## config.mk

```make
export PLATFORM = sky130hd
export DESIGN_NAME = tpm_mac
export DESIGN_NICKNAME = d
export VERILOG_FILES = /design/src/sv/tpm_pkg.sv /design/src/sv/tpm_mac.sv
export SDC_FILE = /design/constraint.sdc
export NUM_CORES = 2
export LEC_CHECK = 0
export ABC_AREA = 1
export BUFFER_PORTS_ARGS = -buffer_cell sky130_fd_sc_hd__buf_4
export CAP_MARGIN = 20
export CORE_UTILIZATION = 55
export CTS_BUF_LIST = sky130_fd_sc_hd__clkbuf_4 sky130_fd_sc_hd__clkbuf_8
export CTS_CLUSTER_SIZE = 12
export DETAILED_ROUTE_END_ITERATION = 16
export PLACE_DENSITY = 0.76
export SLEW_MARGIN = 15
export SYNTH_ARGS = -nofsm -noshare
export SYNTH_HDL_FRONTEND = slang
export SYNTH_SLANG_ARGS = --single-unit
```

## constraint.sdc

```tcl
create_clock -name clk -period 2.75 [get_ports clk]
set_input_delay 0.275 -clock clk [delete_from_list [all_inputs] [get_ports clk]]
set_output_delay 0.275 -clock clk [all_outputs]
set_load 0.05 [all_outputs]
```

## src/sv/tpm_pkg.sv

```systemverilog
// tpm_pkg: shared constants, types and coefficient tables of the true-peak meter
// depends on nothing; imported by tpm_mac and true_peak_4x_oversample_meter
package tpm_pkg;

	localparam int DEF_MAX_CHANNELS = 8;
	localparam int DEF_SAMPLE_BITS  = 24;

	localparam int TAPS      = 48;
	localparam int HIST_LEN  = TAPS - 1;
	localparam int TAP_W     = 6;
	localparam int RING_W    = 6;
	localparam int CHAN_W    = 3;
	localparam int ACT_W     = 4;
	localparam int COEF_W    = 18;
	localparam int COEF_FRAC = 17;
	localparam int ACC_GUARD = 6;
	localparam int PADDR_W   = 3;
	localparam int PDATA_W   = 32;

	// register index
	localparam logic [PADDR_W-3:0] REG_ACTIVE_CHANNELS = '0;

	typedef enum logic [2:0] {
		ST_CLEAR,
		ST_IDLE,
		ST_MAC,
		ST_ROUND,
		ST_MAX,
		ST_OUT
	} tpm_state_t;

	// control of the shared multiply-accumulate unit
	typedef struct packed {
		logic             clr;
		logic             vld;
		logic             last;
		logic [TAP_W-1:0] tap;
	} mac_ctl_t;

	// phase 1 coefficients, q1.17
	function automatic logic signed [COEF_W-1:0] coef_ph1(input logic [TAP_W-1:0] k);
		logic signed [COEF_W-1:0] c;
		case (k)
			6'd0: c = -18'sd3;       6'd1: c = 18'sd17;      6'd2: c = -18'sd44;
			6'd3: c = 18'sd86;       6'd4: c = -18'sd143;    6'd5: c = 18'sd218;
			6'd6: c = -18'sd313;     6'd7: c = 18'sd428;     6'd8: c = -18'sd568;
			6'd9: c = 18'sd735;      6'd10: c = -18'sd932;   6'd11: c = 18'sd1165;
			6'd12: c = -18'sd1440;   6'd13: c = 18'sd1766;   6'd14: c = -18'sd2156;
			6'd15: c = 18'sd2631;    6'd16: c = -18'sd3220;  6'd17: c = 18'sd3973;
			6'd18: c = -18'sd4982;   6'd19: c = 18'sd6418;   6'd20: c = -18'sd8673;
			6'd21: c = 18'sd12830;   6'd22: c = -18'sd23444; 6'd23: c = 18'sd117975;
			6'd24: c = 18'sd39241;   6'd25: c = -18'sd16638; 6'd26: c = 18'sd10384;
			6'd27: c = -18'sd7403;   6'd28: c = 18'sd5630;   6'd29: c = -18'sd4438;
			6'd30: c = 18'sd3572;    6'd31: c = -18'sd2908;  6'd32: c = 18'sd2382;
			6'd33: c = -18'sd1952;   6'd34: c = 18'sd1596;   6'd35: c = -18'sd1296;
			6'd36: c = 18'sd1044;    6'd37: c = -18'sd829;   6'd38: c = 18'sd648;
			6'd39: c = -18'sd495;    6'd40: c = 18'sd368;    6'd41: c = -18'sd263;
			6'd42: c = 18'sd179;     6'd43: c = -18'sd113;   6'd44: c = 18'sd63;
			6'd45: c = -18'sd29;     6'd46: c = 18'sd9;      6'd47: c = 18'sd0;
			default: c = '0;
		endcase
		return c;
	endfunction

	// phase 2 is symmetric: only the first half is stored
	function automatic logic signed [COEF_W-1:0] coef_ph2(input logic [TAP_W-1:0] k);
		logic [TAP_W-1:0]         i;
		logic signed [COEF_W-1:0] c;
		i = (k < TAP_W'(TAPS / 2)) ? k : (TAP_W'(HIST_LEN) - k);
		case (i)
			6'd0: c = -18'sd2;       6'd1: c = 18'sd18;      6'd2: c = -18'sd51;
			6'd3: c = 18'sd105;      6'd4: c = -18'sd180;    6'd5: c = 18'sd280;
			6'd6: c = -18'sd406;     6'd7: c = 18'sd562;     6'd8: c = -18'sd751;
			6'd9: c = 18'sd976;      6'd10: c = -18'sd1244;  6'd11: c = 18'sd1560;
			6'd12: c = -18'sd1933;   6'd13: c = 18'sd2374;   6'd14: c = -18'sd2902;
			6'd15: c = 18'sd3540;    6'd16: c = -18'sd4327;  6'd17: c = 18'sd5325;
			6'd18: c = -18'sd6644;   6'd19: c = 18'sd8490;   6'd20: c = -18'sd11306;
			6'd21: c = 18'sd16246;   6'd22: c = -18'sd27547; 6'd23: c = 18'sd83354;
			default: c = '0;
		endcase
		return c;
	endfunction

	// phase 3 is phase 1 reversed
	function automatic logic signed [COEF_W-1:0] coef_ph3(input logic [TAP_W-1:0] k);
		return coef_ph1(TAP_W'(HIST_LEN) - k);
	endfunction

endpackage

```

## src/sv/tpm_mac.sv

```systemverilog
// tpm_mac: shared three-lane multiply-accumulate unit, one tap per cycle
// depends on tpm_pkg (coefficient tables, mac_ctl_t)
module tpm_mac
	import tpm_pkg::*;
#(
	parameter int SAMPLE_BITS = DEF_SAMPLE_BITS
) (
	input  logic                                                clk,
	input  logic                                                arst_n,
	input  mac_ctl_t                                            ctl,
	input  logic signed [SAMPLE_BITS-1:0]                       din,
	output logic signed [SAMPLE_BITS+COEF_W+ACC_GUARD-1:0]      acc_ph1,
	output logic signed [SAMPLE_BITS+COEF_W+ACC_GUARD-1:0]      acc_ph2,
	output logic signed [SAMPLE_BITS+COEF_W+ACC_GUARD-1:0]      acc_ph3,
	output logic                                                done
);

	localparam int PROD_W = SAMPLE_BITS + COEF_W;
	localparam int ACC_W  = PROD_W + ACC_GUARD;

	logic signed [COEF_W-1:0] coef [3];
	logic signed [PROD_W-1:0] prod_s2 [3];
	logic signed [ACC_W-1:0]  acc_q [3];
	logic                     vld_s2;
	logic                     last_s2;
	logic                     done_q;

	always_comb begin
		coef[0] = coef_ph1(ctl.tap);
		coef[1] = coef_ph2(ctl.tap);
		coef[2] = coef_ph3(ctl.tap);
	end

	always_ff @(posedge clk) begin
		for (int i = 0; i < 3; i++) begin
			prod_s2[i] <= din * coef[i];
		end
	end

	always_ff @(posedge clk or negedge arst_n) begin
		if (!arst_n) begin
			vld_s2  <= 1'b0;
			last_s2 <= 1'b0;
			done_q  <= 1'b0;
			for (int i = 0; i < 3; i++) begin
				acc_q[i] <= '0;
			end
		end else begin
			vld_s2  <= ctl.vld && !ctl.clr;
			last_s2 <= ctl.last;
			done_q  <= vld_s2 && last_s2 && !ctl.clr;
			for (int i = 0; i < 3; i++) begin
				if (ctl.clr) begin
					acc_q[i] <= '0;
				end else if (vld_s2) begin
					acc_q[i] <= acc_q[i] +
						{{ACC_GUARD{prod_s2[i][PROD_W-1]}}, prod_s2[i]};
				end
			end
		end
	end

	assign acc_ph1 = acc_q[0];
	assign acc_ph2 = acc_q[1];
	assign acc_ph3 = acc_q[2];
	assign done    = done_q;

endmodule

```

Word level (Yosys, flattened, before mapping)

Memories as Yosys holds them, arrays and structs flattened.
Index checks and enable logic that the tools add are counted.

Logic and storage cells: 31
Bits of input ports: 35
Memories: 4
ROM bits: 2880
Output and inout port bits: 145
Register bits after elaboration: 147
RAM bits: 126

Memory list:

| name            | words | width | read ports | clocked after Yosys merged registers in | wr ports | RTL line      | RTL |
|---|---|---|---|---|---|---|---|
| (no name shown) | 64    | 18    | 1          | 0                                       | 0        | tpm_pkg.sv:43 | `case (k)` |
| (no name shown) | 64    | 18    | 1          | 0                                       | 0        | tpm_pkg.sv:43 |  |
| (no name shown) | 32    | 18    | 1          | 0                                       | 0        | tpm_pkg.sv:70 | `case (i)` |
| prod_s2         | 3     | 42    | 3          | 0                                       | 3        | tpm_mac.sv:22 | `logic signed [PROD_W-1:0] prod_s2 [3];` |

Multipliers: 3
Reduce and logical (&&, ||, !) cells: 5
Add/subtract/negate cells: 4
Muxes and demuxes: 8
$lt $le $gt $ge: 1

Operators with widths:

| cell                  | count |
|---|---|
| $mux W48              | 6 |
| $add A48 B48 Y48      | 3 |
| $mul A24 B18 Y42      | 3 |
| $mux W18              | 1 |
| $lt A6 B5 Y1 const B  | 1 |
| $mux W6               | 1 |
| $sub A6 B6 Y6 const A | 1 |
| $logic_and A1 B1 Y1   | 3 |
| $reduce_bool A2 Y1    | 1 |
| $logic_not A1 Y1      | 1 |

Logic depth before layout (Yosys ltp)

An unclocked memory read counts as a cell.

Depth in word-level cells: 5
Depth in mapped cells: 42
Gate-level depth less buffers: 38

Worst setup path after synthesis

OpenSTA, ideal clock, no wires.

Path kind: input to register
Start point: input port ctl[5] in the netlist's numbering
End point: memory prod_s2[0][83] in the netlist's numbering
Stages on the path: 34
Arrival time: 7.242 ns
Setup time: 0.114 ns
Data required time: 2.636 ns
Path buffers: 4
Setup slack: -4.606 ns
Path through: buf_6 inv_4 buf_6 clkbuf_1 ha_1 nand2_1 nand2_8 xor2_2 inv_1 ha_1 nand2_1 nand3_1 nand3_1 nand2_1 buf_2 nor2_2 inv_1 fa_1 inv_1 fa_1 fa_1 fa_1 fa_1 inv_1 fa_1 inv_1 ha_1 nand2_1 nor2_1 nand2_1 nor3_1 nand4_1 nand4_1 nand2_1

RTL lines:

| element            | RTL line      | RTL |
|---|---|---|
| start: declaration | tpm_mac.sv:10 | `input mac_ctl_t ctl,` |
| end: declaration   | tpm_mac.sv:22 |  |

==> results.toml <==
[status]
status = "finished, violations left"
violations = "setup timing"

[cells_and_area]
fillers = 9800
syn2layout_area_growth_pct = 31.7
fin_nets = 13100
drive_above_1_share = 0.260

[clock_network]
cts_made_buffers = 51
clockBufferDepth = 3
clock_sinks = 273
root_buffer = "clkbuf_8"
clk_latency_ns = 0.71
cts.clk_slew.worst_paths_ns = 0.08
htree_levels = 2
cts_tree = "built"

[critical_path]
cpMaxStageDelayCell = "fa_1"
cp.buffers_inverters = 12
crit_path_end = "prod_s2[0][82]"
reg2reg_to = "acc_ph3[41]"
cp.depth = 36
critPathMaxFanout = 8
critical_path.top_delay_family = "adder cells"
max_stage_delay_ns = 0.57
startpoint = "ctl[5]"
worstSetupPathType = "primary input to flop"
r2r_start = "acc_ph3[31]"
cpMostUsedCell = "fa_1"
rr_worst_depth = 10
start_kind = "primary input"
arrival_ns = 6.79
cp-end-kind = "flop"
r2r_slack_ns = 0.14
cp.required_ns = 3.31

[floorplanning]
die_w_um = 360
io_pins = 180
dieArea_um2 = 130000
row_count = 131
initial_core_util = 0.554
core_region_area_um2 = 128000
die_h_um = 360

[global_route]
grt_usage = 0.407
grt_pass1_wl_um = 407000
grt_pass1_vias = 72300
antenna_found_initial = 7
grt_overflow = 0
grt_max_degree = 82

[yosys]
yosys.area.top_type = "fa_1"
synth_cell_type_count = 61
synth_top_family_by_area = "adder cells"
yosys-top-cells-count = "nand2_1 (2860), inv_1 (2344), fa_1 (1278)"
yosysTopAreaCellShare = 0.362
synth_most_common_cell = "nand2_1"
synth-edff-count = 0
synthCells = 9971
yosys-top-cells-area = "fa_1 (36%), nand2_1 (15%), inv_1 (12%), ha_1 (8.6%), nor2_1 (5.6%)"
synth_area_um2 = 70600
synth-xor-area-share = 0.0142
synth-seq-cells = 273
syn_area_per_cell_um2 = 7.08
synth-simple-area-share = 0.254
ys_seq_area_frac = 0.0878
syn-num-nets = 11800
muxShareOfSynthArea = 0
async_flop_share = 0.538
synth_adder_area_share = 0.448
synthFlopType = "dfrtp_1"
synth-compound-area-share = 0.0507
yosysWarnings = 0

[routing]
drcViolationCount = 0
routed_wl_um = 269000
wl_per_cell_um = 20.7
wirelength_met1_um = 107000
top_layer = "met5"
avgViaCountPerCell = 5.46
firstDrtPassIters = 7
met2_length_um = 120000
wl_met3_um = 28200
drt_iter0_drc = 7119
drtAntennaViolNets = 0
dr_total_vias = 70800

[placement]
routabilityCongestion = 1.05
portBuffers = 179
hpwl_um = 217000

[sta]
period_share = 2.27
min_period_ns = 6.23
slew_headroom = 0.430
final-setup-viol-count = 117
fmax_mhz = 161
tns_ns = -346.59
finalHoldViolCount = 0
layout_setup_ws_ns = -3.48
rsz0062_at_grt = "true"
worstMarginPinSlew_ns = 0.853
maxSlewViolCount = 0
finalClockSkew_ns = 0.0702

[flow_run]
drv_cap = 0

[worst_hold_path]
hold_path_class = "primary input to async pin"
==> layout by cell type (no fill, tap or decap), drive strengths merged, types with 2 or more instances in the layout <==
cell,instances
dlygate4sd3,4
o21ai,242
o211ai,21
a21oi,271
diode,2
nand3b,18
dfxtp,126
a32o,7
clkinv,31
o21a,5
buf,1528
o221ai,2
fa,1278
a21boi,2
xnor2,34
o31ai,6
ha,483
nor3,66
or2,13
o32ai,2
inv,2370
clkinvlp,13
nor4,2
nor2,1065
clkbuf,62
o311ai,7
o22ai,10
xor2,74
o21bai,25
nand3,399
a21o,11
a31oi,19
dfrtp,147
nand4,80
bufinv,6
a22o,6
nand2,2872
==> layer usage <==
layer,up-vias,global-route usage
met4,6,0.169
met2,3758,0.639
met5,-,0
met1,34200,0.551
met3,851,0.0829
li1,32000,-
==> worst reg2reg max path, delay by kind of cell, from the launching register on <==
kind	cells	cell delay, ns
simple gates	9	1.60
flops	1	0.47
fa+ha+maj	1	0.43
==> flip-flops by register name, summed over array words and instances, names as in the netlist <==
| register | cells |
|---|---|
| done | 1 |
| acc_ph1 | 48 |
| acc_ph3 | 48 |
| vld_s2 | 1 |
| acc_ph2 | 48 |
| last_s2 | 1 |
| prod_s2 | 126 |
==> how the worst min path moves through the flow <==
stage	start	end	cells past startpoint
after floorplan	arst_n	acc_ph1[0]	0
after global placement	arst_n	acc_ph1[30]	1
after detailed placement	arst_n	acc_ph1[30]	1
after CTS	arst_n	acc_ph1[25]	2
after global routing	arst_n	acc_ph1[25]	2
final	arst_n	acc_ph1[25]	2
==> layout make-up <==
cell class | instances | area (um2) | share of cell area
timing repair inverter | 2 | 18.8 | 0.000202
antenna | 2 | 5.00 | 0.0000538
sequential | 273 | 6200 | 0.0667
inverter | 2382 | 9090 | 0.0977
tap | 1662 | 2080 | 0.0224
multi-input combinational | 7024 | 60400 | 0.649
clock buffer | 59 | 793 | 0.00853
clock inverter | 36 | 364 | 0.00391
timing repair buffer | 1535 | 14100 | 0.152
==> through the flow <==
stage	instance area, um2	setup WS (ns)	std cells	utilization	hold slack, ns
CTS	90400	-3.40	12900	0.709	0.153
finish	93000	-3.48	13000	0.729	0.172
global placement	83900	-4.38	12600	0.658	0.342
floorplan	72300	-3.94	9971	-	-0.0206
global route	93000	-3.65	13000	0.729	0.214
detailed placement	83900	-4.43	12600	0.658	0.350
==> timing repair <==
| item | 4_1_cts | 5_1_grt |
|---|---|---|
| endpoints found under the setup margin | 117 | 118 |
| gates resized for setup | 1029 | 564 |
| hold buffers | 4 | 0 |
| buffers inserted | 172 | 88 |
| pin swaps | 493 | 410 |
| gates cloned | 5 | 2 |
| hold endpoints to repair | 58 | 0 |
==> cells by family after synthesis <==
group | count (synthesis)
AOI/OAI and AO/OA | 638
and+or+nand+nor | 4517
DFF | 273
xor gates and xnor gates | 108
adders and majority gates | 1761
buffers and inverters | 2674
Power is not shown: default switching activity piles up to over one toggle a cycle in this logic, so the estimate is an artifact.
